`config.mk`:
```
export PLATFORM = sky130hd
export DESIGN_NAME = sacnt_queue
export DESIGN_NICKNAME = d
export VERILOG_FILES = /design/src/sv/sacnt_pkg.sv /design/src/sv/sacnt_queue.sv
export SDC_FILE = /design/constraint.sdc
export NUM_CORES = 1
export LEC_CHECK = 0
export ABC_CLOCK_PERIOD_IN_PS = 2790
export BUFFER_PORTS_ARGS = -buffer_cell sky130_fd_sc_hd__buf_2
export CAP_MARGIN = 20
export CORE_AREA = 2 2 63 59
export CTS_CLUSTER_SIZE = 16
export DETAILED_ROUTE_END_ITERATION = 8
export DIE_AREA = 0 0 65 61
export HOLD_SLACK_MARGIN = 0.03
export PLACE_DENSITY = 0.71
export SYNTH_ARGS = -nofsm -noshare
export SYNTH_HDL_FRONTEND = slang
export SYNTH_SLANG_ARGS = --single-unit
```
`constraint.sdc`:
```
create_clock -name clock -period 2.79 [get_ports clock]
set_input_delay 0.279 -clock clock [delete_from_list [all_inputs] [get_ports clock]]
set_output_delay 0.279 -clock clock [all_outputs]
set_load 0.01 [all_outputs]
```
`src/sv/sacnt_pkg.sv`:
```
// shared constants and types of the subarray counter
`timescale 1ns / 1ps

package sacnt_pkg;

   localparam int MAX_LEN_DEF     = 4096;
   localparam int QUEUE_DEPTH_DEF = 4;
   localparam int VALUE_W         = 32;
   localparam int TOTAL_W         = 24;
   localparam int CSR_ADDR_W      = 3;
   localparam int CSR_DATA_W      = 32;

   // register index is paddr[2]
   localparam logic CSR_IDX_THRESHOLD = 1'b0;

   // classification of one transaction, passed from front to back
   typedef struct packed {
      logic up;        // value at or above threshold
      logic first;     // restart before this item
      logic skip;      // sequence already full, item only reports
      logic fresh;     // histogram entry not yet written in this sequence
      logic base_one;  // fresh entry is the centre, which starts at one
   } sacnt_ctrl_type;

endpackage

```
`src/sv/sacnt_queue.sv`:
```
// short fifo between front and back
`timescale 1ns / 1ps

module sacnt_queue #(
   parameter int WIDTH = 8,
   parameter int DEPTH = sacnt_pkg::QUEUE_DEPTH_DEF
) (
   input  logic             clock,
   input  logic             reset,
   input  logic             push,
   input  logic [WIDTH-1:0] push_data,
   output logic             full,
   input  logic             pop,
   output logic [WIDTH-1:0] pop_data,
   output logic             not_empty
);
   import sacnt_pkg::*;

   localparam int PTR_W = (DEPTH > 1) ? $clog2(DEPTH) : 1;
   localparam int CNT_W = $clog2(DEPTH+1);
   localparam logic [PTR_W-1:0] LAST = PTR_W'(DEPTH-1);

   logic [WIDTH-1:0] entry_ff [DEPTH];
   logic [PTR_W-1:0] rd_ptr_ff, rd_ptr_in, wr_ptr_ff, wr_ptr_in;
   logic [CNT_W-1:0] count_ff, count_in;

   always_comb begin
      full      = count_ff == CNT_W'(DEPTH);
      not_empty = count_ff != '0;
      pop_data  = entry_ff[rd_ptr_ff];

      rd_ptr_in = rd_ptr_ff;
      wr_ptr_in = wr_ptr_ff;
      count_in  = count_ff;
      if (push) begin
         wr_ptr_in = (wr_ptr_ff == LAST) ? '0 : wr_ptr_ff + PTR_W'(1);
      end
      if (pop) begin
         rd_ptr_in = (rd_ptr_ff == LAST) ? '0 : rd_ptr_ff + PTR_W'(1);
      end
      if (push && !pop) begin
         count_in = count_ff + CNT_W'(1);
      end else if (pop && !push) begin
         count_in = count_ff - CNT_W'(1);
      end
   end

   always_ff @(posedge clock) begin
      if (push) begin
         entry_ff[wr_ptr_ff] <= push_data;
      end
   end

   always_ff @(posedge clock) begin
      if (reset) begin
         rd_ptr_ff <= '0;
         wr_ptr_ff <= '0;
         count_ff  <= '0;
      end else begin
         rd_ptr_ff <= rd_ptr_in;
         wr_ptr_ff <= wr_ptr_in;
         count_ff  <= count_in;
      end
   end

endmodule

```
Word-level counts from Yosys, hierarchy flattened. Memory sizes are Yosys's and may differ from the RTL's. A register that Yosys moved wholly into a read port is not among the register bits. Cells that the tools add are included.

RAM bits: 32. Register bits after elaboration: 7. Bits in latches: 0. Logic and storage cells: 25. Output and inout bits: 10. ROM bits: 0. Memories kept: 1.

Order comparisons: 0. Equal/unequal tests: 3. Add/subtract/negate cells: 4. Multiply operators: 0. Divide/modulo/power cells: 0. Shifts and indexed selects: 0. Mux-type cells: 8. Bitwise operators: 0. Reductions and logical operators: 6.

Memory list: entry_ff (words 4, bits a word 8, rd ports 1, clocked after Yosys merged registers in 1, write ports 1, RTL line sacnt_queue.sv:23) `logic [WIDTH-1:0] entry_ff [DEPTH];`.

Operator list (count): 2-bit two-way mux (4); 3-bit two-way mux (2); 2-bit by 1-bit adder with 2-bit output (second input constant) (2); 2-bit == test (second input constant) (2); 3-bit by 1-bit adder with 3-bit output (second input constant) (1); 3-bit == test (second input constant) (1); 3-bit nonzero test (1); 3-bit by 1-bit subtractor with 3-bit output (second input constant) (1); 1-bit logical AND (2); 1-bit logical NOT (2); 1-bit two-way mux (2); 2-bit nonzero test (1).

Depth between registers and ports, before layout.
Depth after elaboration: 4. Gate-level depth with buffers: 7. Mapped depth without buffers: 7.

Worst setup path after synthesis. No wires, ideal clock.

Path kind: input-to-reg. Start point: input port pop. End point: register count_ff[2]. Setup slack: 1.249 ns. Stages on the path: 7. Data required time: 2.720 ns. Arrival: 1.471 ns. Cells stage by stage: inv_1 > ha_1 > inv_1 > fa_1 > xor2_1 > or3_1 > a21oi_1.

Longest elaborated chain between the ends: 3.

Ends and longest elaborated chain: start: declaration (RTL line sacnt_queue.sv:13) `input logic pop,`; 1-bit logical NOT (RTL line sacnt_queue.sv:41) `if (push && !pop) begin`; 1-bit logical AND (RTL line sacnt_queue.sv:41); 3-bit two-way mux or 2-bit nonzero test (tied branches); end signal: assignment (RTL line sacnt_queue.sv:62) `count_ff <= count_in;`; end: declaration (RTL line sacnt_queue.sv:25) `logic [CNT_W-1:0] count_ff, count_in;`.

Parallel ways exist; a longest one is shown, timed or not. A chain may end at the register's enable or synchronous reset.

==> run summary <==
Status -> completed
DP HPWL -> 1610 um
Final wirelength -> 2410 um
First-pass GRT wire length -> 3830 um
RSZ-0062 raised after global routing -> false
Cts bufs inserted -> 5
Synth Warn # -> 0
Largest family of logic cells by synthesized area -> multiplexers
Setup_tns -> 0 ns
PD cells -> 742 nW/um^2
Synthesized Nets -> 106
Clock sinks -> 41
Vias/cell -> 5.05
TritonCTS clock tree -> built
Hold Fails Final Rpt -> 0
Final #Nets -> 132
Via count -> 798
DRT Pass-1 Iters -> 4
Area of the multi-input gates -> 425 um^2
Slew @ Worst Pin -> 0.553 ns
Logic pwr share -> 9.5%
Total power -> 1390 uW
NetSw -> 281 uW
Kind of critical path -> flip-flop to primary output
All-Layer GR Usage -> 14.0%
Clk pwr share -> 39.1%
Drt drc -> 0
Xor and xnor area share after synthesis -> 1.09%
Share of the synthesized area in the top cell type -> 60.0%
Core ar. -> 3280 um^2
Max Fanout on Critical Path -> 8
Hold buffers post-CTS -> 0
Port Buffers -> 21
Share of cells above drive strength 1 -> 32.5%
DR WL met3 -> 89 um
Sw frac -> 20.1%
Critical path arrival -> 1.69 ns
Netlist cell types -> 16
Final Max Slew Viols -> 0
Top layer in use -> met4
H-tree depth -> 2
Placed Area -> 1750 um^2
I/O pins -> 22
Worst-path clk slew -> 0.08 ns
DR WL met2 -> 1200 um
Crit share post-route -> 70.7%
Final design area excluding fillers -> 1880 um^2
Largest area contributor in the netlist -> edfxtp_1
Die height -> 61 um
Compound-Gate Fraction of Synth Area -> 1.25%
Mux contribution to synthesized area -> 13.1%
WL per Instance -> 15.3 um
Post-Synthesis Cells -> 87
Mapped Area -> 1600 um^2
Number of global-route vias before repair -> 867
Clk_lat worst skew -> 0.28 ns
Post-cts resize count -> 0
Synth area leaders -> edfxtp_1 (60%), dfxtp_1 (11%), mux4_2 (11%)
Post-Synth Simple-Gate Area -> 5.16%
Reg power frac -> 51.4%
Critical Path Start Type -> flip-flop
Antenna violations before repair -> 0
Maximum capacitance violations -> 0
Row count -> 20
Final min period -> 1.97 ns
Root Buffer Master -> clkbuf_8
Placement Setup Slack -> 1.03 ns
Total gr overflow -> 0
Max Fclk -> 507 MHz
Clock tree buffer depth -> 2
Final setup vio count -> 0
Ant diodes -> 0
Syn avg cell area -> 18.4 um^2
Hold Path Class -> input pin to flip-flop
Met1 wire length -> 1100 um
Most frequent cells in the layout -> edfxtp_1 (32), buf_2 (21), dfxtp_1 (9), mux4_2 (8)
#FFs+latches synth -> 41
Clock Skew -> 0.00513 ns
Fillcell total -> 253
Area growth, synth to finish -> 17.3%
Required time of the critical path -> 2.51 ns
Post-Synth Adder-Cell Area -> 5.94%
Final GP Congestion -> 0.693
Leakage power -> 0.000706 uW
Final ANT Viol Nets -> 0
Commonest non-fill, non-tap cell in the layout -> edfxtp_1
Post-synthesis sequential area ratio -> 71.2%
DRT iter0 DRCs -> 14
Slew headroom -> 63.1%
WHS -> 0.209 ns
Largest net degree at the start of global routing -> 14
Setup Fix Bufs, Post-CTS -> 0
Final worst slack -> 0.817 ns
Peak supply drop -> 0.310 mV
Int Power -> 1110 uW
Critical path capture point type -> primary output
Initial Util -> 48.9%
Chip width -> 65 um
Die area -> 3970 um^2
FF+latch area -> 1140 um^2
## routing by layer
metal  vias to the layer above  track usage (%)
met5                         -                0
met4                         0             7.29
met2                        19             23.9
met1                       398             16.6
met3                         4             3.90
li1                        377                -
## cell type report
class	count	area share (%)
Inverter	5	0.999
Multi-Input combinational cell	39	22.6
Tap cell	44	2.93
Sequential cell	41	60.7
Clock inverter	3	3.46
Clock buffer	5	3.66
Timing Repair Buffer	21	5.59
## through the flow
step | util, % | cells
CTS | 57.3 | 158
global route | 57.3 | 158
global placement | 53.2 | 150
finish | 57.3 | 158
floorplan | - | 87
detailed placement | 53.2 | 150
## path summary, 6_finish.rpt
| check | from | end | slack (ns) | depth (start not counted) |
|---|---|---|---|---|
| min reg2reg | count_ff[2] | count_ff[2] | 0.51 | 2 |
| min | push_data[6] | entry_ff[0][6] | 0.21 | 1 |
| max | flip-flop | pop_data[7] | 0.82 | 2 |
| max reg2reg | count_ff[0] | count_ff[2] | 1.31 | 4 |
## sequential cells by signal (all words and copies together) (netlist names), named ones only
signal / count
wr_ptr_ff: 2
entry_ff: 32
count_ff: 3
rd_ptr_ff: 2
## power groups by stage
stage | Combinational [uW] | Clock [uW] | Sequential [uW]
after floorplan | 93.1 | 0 | 718
after global placement | 127 | 0 | 729
after detailed placement | 133 | 0 | 732
after CTS | 134 | 554 | 718
after global routing | 145 | 576 | 723
final | 132 | 545 | 717
## logic make-up after synthesis
| kind of cell | after synthesis |
|---|---|
| compound gates | 4 |
| simple gates | 15 |
| xor+xnor | 2 |
| flops | 41 |
| buf+inv | 7 |
| mux | 11 |
| fa+ha+maj | 7 |
## cell usage after synthesis, drive strengths merged
cell type and count:
edfxtp 32, dfxtp 9, mux4 8, ha 6, nor2 6, inv 5, and2 4, a21oi 3
mux2i 3, nor3b 3, or3 2, xor2 2, buf 1, clkbuf 1, fa 1, o21ai 1
## worst max-delay path, stage by stage (launching register included)
cell and delay [ns]:
dfxtp_1 0.67, mux4_2 0.58, buf_2 0.15
Power figures use the tool's default switching activity.
