===== src/sv/sacnt_pkg.sv =====
// shared constants and types of the subarray counter
`timescale 1ns / 1ps

package sacnt_pkg;

   localparam int MAX_LEN_DEF     = 4096;
   localparam int QUEUE_DEPTH_DEF = 4;
   localparam int VALUE_W         = 32;
   localparam int TOTAL_W         = 24;
   localparam int CSR_ADDR_W      = 3;
   localparam int CSR_DATA_W      = 32;

   // register index is paddr[2]
   localparam logic CSR_IDX_THRESHOLD = 1'b0;

   // classification of one transaction, passed from front to back
   typedef struct packed {
      logic up;        // value at or above threshold
      logic first;     // restart before this item
      logic skip;      // sequence already full, item only reports
      logic fresh;     // histogram entry not yet written in this sequence
      logic base_one;  // fresh entry is the centre, which starts at one
   } sacnt_ctrl_type;

endpackage


===== src/sv/sacnt_front.sv =====
// front end: classifies items, tracks balance and the touched histogram range
`timescale 1ns / 1ps

module sacnt_front #(
   parameter int MAX_LEN = sacnt_pkg::MAX_LEN_DEF
) (
   input  logic                                   clock,
   input  logic                                   reset,
   input  logic signed [sacnt_pkg::VALUE_W-1:0]   threshold,
   input  logic                                   accept,
   input  logic signed [sacnt_pkg::VALUE_W-1:0]   value,
   input  logic                                   first,
   output sacnt_pkg::sacnt_ctrl_type              item_ctrl,
   output logic [$clog2(2*MAX_LEN+1)-1:0]         item_addr
);
   import sacnt_pkg::*;

   localparam int ADDR_W = $clog2(2*MAX_LEN+1);
   localparam int SEEN_W = $clog2(MAX_LEN+1);
   localparam logic [ADDR_W-1:0] CENTRE   = ADDR_W'(MAX_LEN);
   localparam logic [SEEN_W-1:0] SEEN_MAX = SEEN_W'(MAX_LEN);

   logic [ADDR_W-1:0] bal_ff, bal_in, lo_ff, lo_in, hi_ff, hi_in;
   logic              ctr_wr_ff, ctr_wr_in;
   logic [SEEN_W-1:0] seen_ff, seen_in;

   logic [ADDR_W-1:0] bal_cur, lo_cur, hi_cur, addr;
   logic              ctr_cur, up, skip, fresh;
   logic [SEEN_W-1:0] seen_cur;

   always_comb begin
      bal_cur  = first ? CENTRE : bal_ff;
      lo_cur   = first ? CENTRE : lo_ff;
      hi_cur   = first ? CENTRE : hi_ff;
      ctr_cur  = first ? 1'b0 : ctr_wr_ff;
      seen_cur = first ? '0 : seen_ff;

      up    = value >= threshold;
      addr  = up ? bal_cur + ADDR_W'(1) : bal_cur - ADDR_W'(1);
      skip  = seen_cur == SEEN_MAX;
      // balance moves by one, so written entries always form one range
      fresh = (addr > hi_cur) || (addr < lo_cur) || ((addr == CENTRE) && !ctr_cur);

      bal_in    = bal_ff;
      lo_in     = lo_ff;
      hi_in     = hi_ff;
      ctr_wr_in = ctr_wr_ff;
      seen_in   = seen_ff;
      if (accept) begin
         bal_in    = bal_cur;
         lo_in     = lo_cur;
         hi_in     = hi_cur;
         ctr_wr_in = ctr_cur;
         seen_in   = seen_cur;
         if (!skip) begin
            bal_in  = addr;
            seen_in = seen_cur + SEEN_W'(1);
            if (addr > hi_cur) begin
               hi_in = addr;
            end
            if (addr < lo_cur) begin
               lo_in = addr;
            end
            if (addr == CENTRE) begin
               ctr_wr_in = 1'b1;
            end
         end
      end

      item_addr          = addr;
      item_ctrl.up       = up;
      item_ctrl.first    = first;
      item_ctrl.skip     = skip;
      item_ctrl.fresh    = fresh;
      item_ctrl.base_one = addr == CENTRE;
   end

   always_ff @(posedge clock) begin
      if (reset) begin
         bal_ff    <= CENTRE;
         lo_ff     <= CENTRE;
         hi_ff     <= CENTRE;
         ctr_wr_ff <= 1'b0;
         seen_ff   <= '0;
      end else begin
         bal_ff    <= bal_in;
         lo_ff     <= lo_in;
         hi_ff     <= hi_in;
         ctr_wr_ff <= ctr_wr_in;
         seen_ff   <= seen_in;
      end
   end

endmodule


===== config.mk =====
export PLATFORM = sky130hd
export DESIGN_NAME = sacnt_front
export DESIGN_NICKNAME = d
export VERILOG_FILES = /design/src/sv/sacnt_pkg.sv /design/src/sv/sacnt_front.sv
export SDC_FILE = /design/constraint.sdc
export NUM_CORES = 1
export LEC_CHECK = 0
export ABC_AREA = 1
export BUFFER_PORTS_ARGS = -buffer_cell sky130_fd_sc_hd__buf_2
export CAP_MARGIN = 20
export CORE_UTILIZATION = 30
export CTS_CLUSTER_DIAMETER = 150
export DETAILED_ROUTE_END_ITERATION = 16
export PLACE_DENSITY = 0.45
export SLEW_MARGIN = 10
export SYNTH_ARGS = -nofsm -noshare
export SYNTH_HDL_FRONTEND = slang
export SYNTH_SLANG_ARGS = --single-unit
export TNS_END_PERCENT = 1

===== constraint.sdc =====
create_clock -name clock -period 13.8 [get_ports clock]
set_clock_uncertainty 0.1 [all_clocks]
set_input_delay 3.45 -clock clock [delete_from_list [all_inputs] [get_ports clock]]
set_output_delay 3.45 -clock clock [all_outputs]
set_load 0.1 [all_outputs]

==> Yosys cells after proc, flatten, opt, wreduce, memory -nomap -nowiden <==
Index checks and enable logic that the tools add are counted.
{ "op_classes": {"add_sub_neg": 3, "order_cmp": 3, "n_eq_ne": 2, "muxes": 14, "n_reduce_logical": 4} }
{ "ops": {"columns": ["operator", "count"], "rows": [
  ["$mux W14", 9],
  ["$ge A32 B32 Y1", 1],
  ["$mux W13", 2],
  ["$add A14 B1 Y14 const B", 1],
  ["$eq A14 B13 Y1 const B", 1],
  ["$gt A14 B14 Y1", 1],
  ["$lt A14 B14 Y1", 1],
  ["$sub A14 B1 Y14 const B", 1],
  ["$add A13 B1 Y13 const B", 1],
  ["$eq A13 B13 Y1 const B", 1],
  ["$mux W1", 3],
  ["$logic_or A1 B1 Y1", 2],
  ["$logic_and A1 B1 Y1", 1],
  ["$logic_not A1 Y1", 1]
]} }
{ "word_totals": {"regBits": 56, "inputBits": 68, "output_inout_bits": 19, "elab_cells": 31} }

==> Logic depth before layout (Yosys ltp) <==
Gate-level depths: netlist of the first run.
{ "depth": {"depth_word": 6, "ltp_mapped": 42, "mapped_depth_nobuf": 41} }

==> Worst setup path after synthesis of the first run <==
OpenSTA, ideal clock, no wires.
{ "synth_timing": {"kind": "input to output", "startpoint": "input port threshold[31] (netlist name)", "endpoint": "output port item_ctrl[1] (netlist name)", "arrival_ns": 8.675, "required_time_ns": 10.250, "setup_slack_ns": 1.575, "stages": 28, "n_path_buf": 2, "path_cell_list": "inv_1 ha_1 a21oi_1 o21a_1 nand2_1 a21oi_1 nand3_1 nand3_1 inv_1 ha_1 nand2_1 o21ai_4 nand3_1 nand3_1 nand2_1 nand2_1 xor2_1 ha_1 inv_1 nor2_1 nor2_1 o21ai_0 nand2_1 nand3_2 buf_2 nand2_1 nand3_1 buf_4"} }
{ "synth_via": {"elab_chain_len": 5, "word_cells_on_any_way": 8, "classes_between": "order compare: 3; eq/ne: 1; mux: 1; reduce/logical: 3"} }
{ "synth_rtl": {"columns": ["element", "line_no", "text"], "rows": [
  ["start: declaration", "sacnt_front.sv:9", "input logic signed [sacnt_pkg::VALUE_W-1:0] threshold,"],
  ["$ge A32 B32 Y1 (*)", "sacnt_front.sv:38", "up = value >= threshold;"],
  ["named net up", "sacnt_front.sv:28", "logic ctr_cur, up, skip, fresh;"],
  ["$mux W14 (*)", "sacnt_front.sv:39", "addr = up ? bal_cur + ADDR_W'(1) : bal_cur - ADDR_W'(1);"],
  ["named net item_addr[9]", "sacnt_front.sv:14", "output logic [$clog2(2*MAX_LEN+1)-1:0] item_addr"],
  ["$gt A14 B14 Y1, or another cell as far along", "sacnt_front.sv:42", "fresh = (addr > hi_cur) || (addr < lo_cur) || ((addr == CENTRE) && !ctr_cur);"],
  ["$logic_or A1 B1 Y1 or $logic_and A1 B1 Y1 (tied branches)", "sacnt_front.sv:42", null],
  ["$logic_or A1 B1 Y1 (*)", "sacnt_front.sv:42", null],
  ["end: declaration", "sacnt_front.sv:13", "output sacnt_pkg::sacnt_ctrl_type item_ctrl,"]
]} }
Mark *: on every way through the listed nets, which the timed path passes. The rest lies on a longest branch.

==> flow_summary.json, run 1 <==
{
  "rsz0062_at_grt": "false",
  "mostFrequentLayoutCells": "186 x nand2_1, 161 x inv_1, 86 x buf_2",
  "wl_per_cell_um": 13.28,
  "fin_worst_hold_slack_ns": 0.3677,
  "synth_enable_flop_cells": 0,
  "dr.pass1.iters": 6,
  "avgViaCountPerCell": 4.661,
  "synth_seq_cells": 56,
  "final_cell_area_um2": 6168,
  "critPathKind": "input port to output pin",
  "grt_pass1_vias": 4991,
  "start_kind": "input port",
  "floorplan.initialDensity": 0.3105,
  "crit_path_frequent_cell": "nand2_1",
  "status": "complete, no violations",
  "tightest_slew_ns": 0.6511,
  "drive_gt1_frac": 0.1514,
  "setup_slack_ns": 1.811,
  "synth_area_per_cell_um2": 6.332,
  "clk_pin_slew_ns": 0.07,
  "critPathTopFamily": "simple AND/OR/NAND/NOR gates",
  "cts_made_buffers": 5,
  "async_flop_share": 0,
  "dieArea_um2": 18630,
  "portBuffers": 86,
  "rows": 48,
  "groute.usage.overall": 0.1743,
  "route.detailed.drc": 0,
  "layout_commonest_cell": "nand2_1",
  "clock-sinks": 56,
  "num_vias": 5360,
  "fmax_mhz": 83.41,
  "grt_max_degree": 57,
  "gp_congestion": 0.7695,
  "hold_class": "register to register",
  "grt_overflow": 0,
  "power.density_nw_per_um2": 142.8,
  "dr.first_iter.drc_count": 218,
  "htreeDepth": 2,
  "critPathMaxStageDelay_ns": 0.40,
  "clock-root-buffer": "clkbuf_16",
  "cp_max_fo": 12,
  "hold_buffers": 0,
  "ys_types": 48,
  "die_w_um": 136.5,
  "required_ns": 10.25,
  "slew_viol_final": 0,
  "max_slew_margin": 0.5659,
  "synth-main-ff-cell": "dfxtp_1",
  "area_delta_synth_final_pct": 13.67,
  "peakVddDrop_mv": 0.1064,
  "pre_cts_slack_ns": 1.764,
  "critPathSlowestCell": "inv_1",
  "setup_viol": 0,
  "syn_area_um2": 5426,
  "coreArea_um2": 17480,
  "leakagePower_nw": 3.175,
  "post-place-cells": 1142,
  "finalCritPeriodShare": 0.8688,
  "crit_arrival_ns": 8.44,
  "grt_pass1_wl_um": 25520,
  "yosysSeqAreaShare": 0.2066,
  "worstSkewPairLatency_ns": 0.31,
  "maxCapViolations": 0,
  "antenna_found_initial": 0,
  "die_h_um": 136.5,
  "diodes": 0,
  "synthCells": 857,
  "drtAntennaViolNets": 0,
  "critical_path.endpoint_type": "output pin",
  "min_period_ns": 11.99,
  "fillers": 1943,
  "ios": 87,
  "postCtsSetupBuffers": 0,
  "yosys_warnings": 0,
  "layout.nets": 1062,
  "place_area_um2": 6025,
  "dpl.hpwl_um": 11220,
  "syn_nets": 995,
  "drt_wl_total_um": 15270,
  "tns_ns": 0,
  "ctsResizeCount": 0,
  "finalHoldViolations": 0,
  "critPathBufInv": 7,
  "cts_buffer_depth": 2,
  "cts_tree": "done",
  "finalNonFillerCells": 1150
}
[synth_stat cells (all sizes together) (2+ instances only)]
master | number | area, µm²
dfxtp | 56 | 1121
o21a | 2 | 15.01
buf | 12 | 83.83
nand3 | 52 | 315.3
a21o | 2 | 15.01
nor2 | 87 | 339.1
o21bai | 3 | 22.52
nand4 | 23 | 156.4
xor2 | 4 | 35.03
ha | 69 | 863.3
xnor2 | 5 | 43.79
a211oi | 2 | 15.01
a21oi | 78 | 412.9
o21ai | 32 | 171.4
nand3b | 2 | 15.01
o211ai | 16 | 120.1
clkinv | 2 | 7.510
clkbuf | 20 | 75.07
nor3b | 3 | 22.52
inv | 163 | 616.8
nand2 | 200 | 790.8
nor3 | 13 | 70.07
o22ai | 2 | 12.51
[area by class of cell]
class                   instances  area [µm²]  area share
flip-flops and latches         56        1121      0.1817
well taps                     225       281.5     0.04564
multi-input cells             604        3522      0.5710
clock buffers                   5       125.1     0.02028
repair buffers                 92       475.5     0.07708
clock inverters                 3       18.77    0.003043
inverters                     165       624.3      0.1012
[per-layer routing]
metal  vias to the layer above  wire length [µm]  GRT usage
met2                       101              6749     0.2893
li1                       2889                 -          -
met5                         -                 0          0
met4                         0               141    0.02963
met3                         9               637    0.02370
met1                      2361              7739     0.2408
[state kept, by name, indices dropped and copies added, names as in the netlist]
name,flops
bal_ff,14
ctr_wr_ff,1
hi_ff,14
lo_ff,14
seen_ff,13
[power by group]
group	internal [W]	switching, W
sequential	0.000184	0.0000102
combinational	0.000150	0.000403
clock	0.0000674	0.0000664
[through the flow]
stage	util	total power, W
CTS	0.3530	0.0008908
detailed placement	0.3447	0.0007528
finish	0.3530	0.0008807
global route	0.3530	0.0009577
global placement	0.3447	0.0007567
floorplan	-	0.0006411
[worst min-delay path, cell delays in order, from the launching register on]
cell	delay, ns
dfxtp_1	0.31
nand2_1	0.06
a21oi_1	0.05
[cells by family after synthesis]
logic type,synth area share
simple gates,0.3189
mux,0.001845
buf+inv,0.1443
xor+xnor,0.01453
compound gates,0.1510
flops,0.2066
fa+ha+maj,0.1628
[path summary, 6_finish.rpt]
kind	from	end	slack (ns)	cells past startpoint
setup / recovery	value[31]	item_ctrl[1]	1.81	31
hold / removal	lo_ff[5]	lo_ff[5]	0.37	2
setup reg to reg	bal_ff[6]	hi_ff[9]	9.70	25
hold reg to reg	lo_ff[5]	lo_ff[5]	0.37	2
No activity file was read; power rests on OpenSTA's default activity.
==> run 2: changes to the inputs <==
Settings changed: CTS_CLUSTER_DIAMETER 150 to 80, REMOVE_ABC_BUFFERS set to 1.
==> run 2 against run 1 <==
Total power shrank 0.27%. Via count down 1.1%. Cell count hardly changed. Largest cell class unchanged.
==> flow_summary.json, run 2 (synthesis results as in run 1) <==
{
  "status": "complete, no violations",
  "setup_viol": 0,
  "finalCritPeriodShare": 0.8698,
  "r2r_slack_ns": 9.83,
  "hold_buffers": 0,
  "area_delta_synth_final_pct": 13.63,
  "dr.first_iter.drc_count": 216,
  "route.detailed.drc": 0,
  "fmax_mhz": 83.31,
  "finalNonFillerCells": 1149,
  "htreeDepth": 2,
  "drive_gt1_frac": 0.1504,
  "grt_max_degree": 57,
  "tightest_slew_ns": 0.7692,
  "cts_tree": "done",
  "antenna_found_initial": 0,
  "cts_made_buffers": 5,
  "portBuffers": 86,
  "gp_congestion": 0.7881,
  "fillers": 1913,
  "required_ns": 10.25,
  "holdCritStartpoint": "lo_ff[2]",
  "min_to": "lo_ff[2]",
  "coreArea_um2": 17480,
  "dpl.hpwl_um": 11270,
  "regArea_um2": 1121,
  "die_h_um": 136.5,
  "worstSkewPairLatency_ns": 0.31,
  "fin_worst_hold_slack_ns": 0.3679,
  "dieArea_um2": 18630,
  "critPathKind": "input port to output pin",
  "cts_buffer_depth": 2,
  "start_kind": "input port",
  "max_slew_margin": 0.4854,
  "critical_path.endpoint_type": "output pin",
  "tns_ns": 0,
  "diodes": 0,
  "final_cell_area_um2": 6166,
  "peakVddDrop_mv": 0.1240,
  "drtAntennaViolNets": 0,
  "post-place-cells": 1141,
  "clock-root-buffer": "clkbuf_16",
  "setup_slack_ns": 1.797,
  "leakagePower_nw": 3.163,
  "layout.nets": 1061,
  "power.density_nw_per_um2": 142.5,
  "pre_cts_slack_ns": 1.774,
  "hold_class": "register to register",
  "avgViaCountPerCell": 4.614,
  "ios": 87,
  "groute.usage.overall": 0.1717,
  "rows": 48,
  "layout_commonest_cell": "nand2_1",
  "grt_pass1_wl_um": 25030,
  "grt_overflow": 0,
  "r2r_cells": 27,
  "maxCapViolations": 0,
  "ctsResizeCount": 0,
  "crit_path_frequent_cell": "nand2_1",
  "die_w_um": 136.5,
  "dr.pass1.iters": 8,
  "rsz0062_at_grt": "false",
  "num_vias": 5301,
  "clk_pin_slew_ns": 0.07,
  "top_regs": "bal_ff (14), hi_ff (14), lo_ff (14)",
  "holdPathStages": 2,
  "clock-sinks": 56,
  "reg2reg_to": "hi_ff[9]",
  "reg2reg_from": "bal_ff[9]",
  "postCtsSetupBuffers": 0,
  "cp_max_fo": 12,
  "grt_pass1_vias": 5006,
  "critPathMaxStageDelay_ns": 0.45,
  "place_area_um2": 6017,
  "finalHoldViolations": 0,
  "critPathSlowestCell": "buf_2",
  "min_period_ns": 12.00,
  "wl_per_cell_um": 13.25,
  "multi_input_area_um2": 3522,
  "crit_arrival_ns": 8.45,
  "drt_wl_total_um": 15230,
  "floorplan.initialDensity": 0.3105,
  "slew_viol_final": 0,
  "mostFrequentLayoutCells": "186 x nand2_1, 161 x inv_1, 86 x buf_2"
}
==> run 2: changes by cell type in the layout (fill, tap and decap cells not counted), sizes merged <==
cell	change
clkinv	-2
buf	-1
clkinvlp	+2
==> run 2: worst max path at each step <==
stage,from,to,cells past startpoint
floorplan,threshold[31],item_ctrl[1],27
global placement,threshold[31],item_ctrl[1],34
detailed placement,threshold[31],item_ctrl[1],34
CTS,threshold[31],item_ctrl[1],34
global route,threshold[31],item_ctrl[1],32
finish,threshold[31],item_ctrl[1],34
==> run 2: layer usage <==
layer | track usage | wire (µm)
met5 | 0 | 0
met4 | 0.03642 | 163
met3 | 0.02296 | 364
met2 | 0.2908 | 6900
met1 | 0.2304 | 7799
==> run 2: area by class of cell <==
type                            count  area share
Clock buffer                        5     0.02029
Clock inverter                      3    0.003856
Inverter                          165      0.1013
Multi-Input combinational cell    604      0.5712
Sequential cell                    56      0.1818
Tap cell                          225     0.04566
Timing Repair Buffer               91     0.07589
==> run 2: power by group <==
| group | internal (W) | switching, W |
|---|---|---|
| logic | 0.000148 | 0.000401 |
| registers | 0.000184 | 0.0000102 |
| clock network | 0.0000679 | 0.0000669 |
| total | 0.000400 | 0.000479 |
==> run 2: metrics by stage <==
step,utilization,power (W)
floorplan,-,0.0006208
global placement,0.3443,0.0007534
detailed placement,0.3443,0.0007503
CTS,0.3528,0.0008913
global route,0.3528,0.0009599
finish,0.3528,0.0008783
==> run 2: critical path: cells and delay by family <==
family | cells | cell delay, ns
simple gates | 21 | 2.37
compound gates | 1 | 0.21
fa+ha+maj | 3 | 1.04
buf+inv | 9 | 1.35
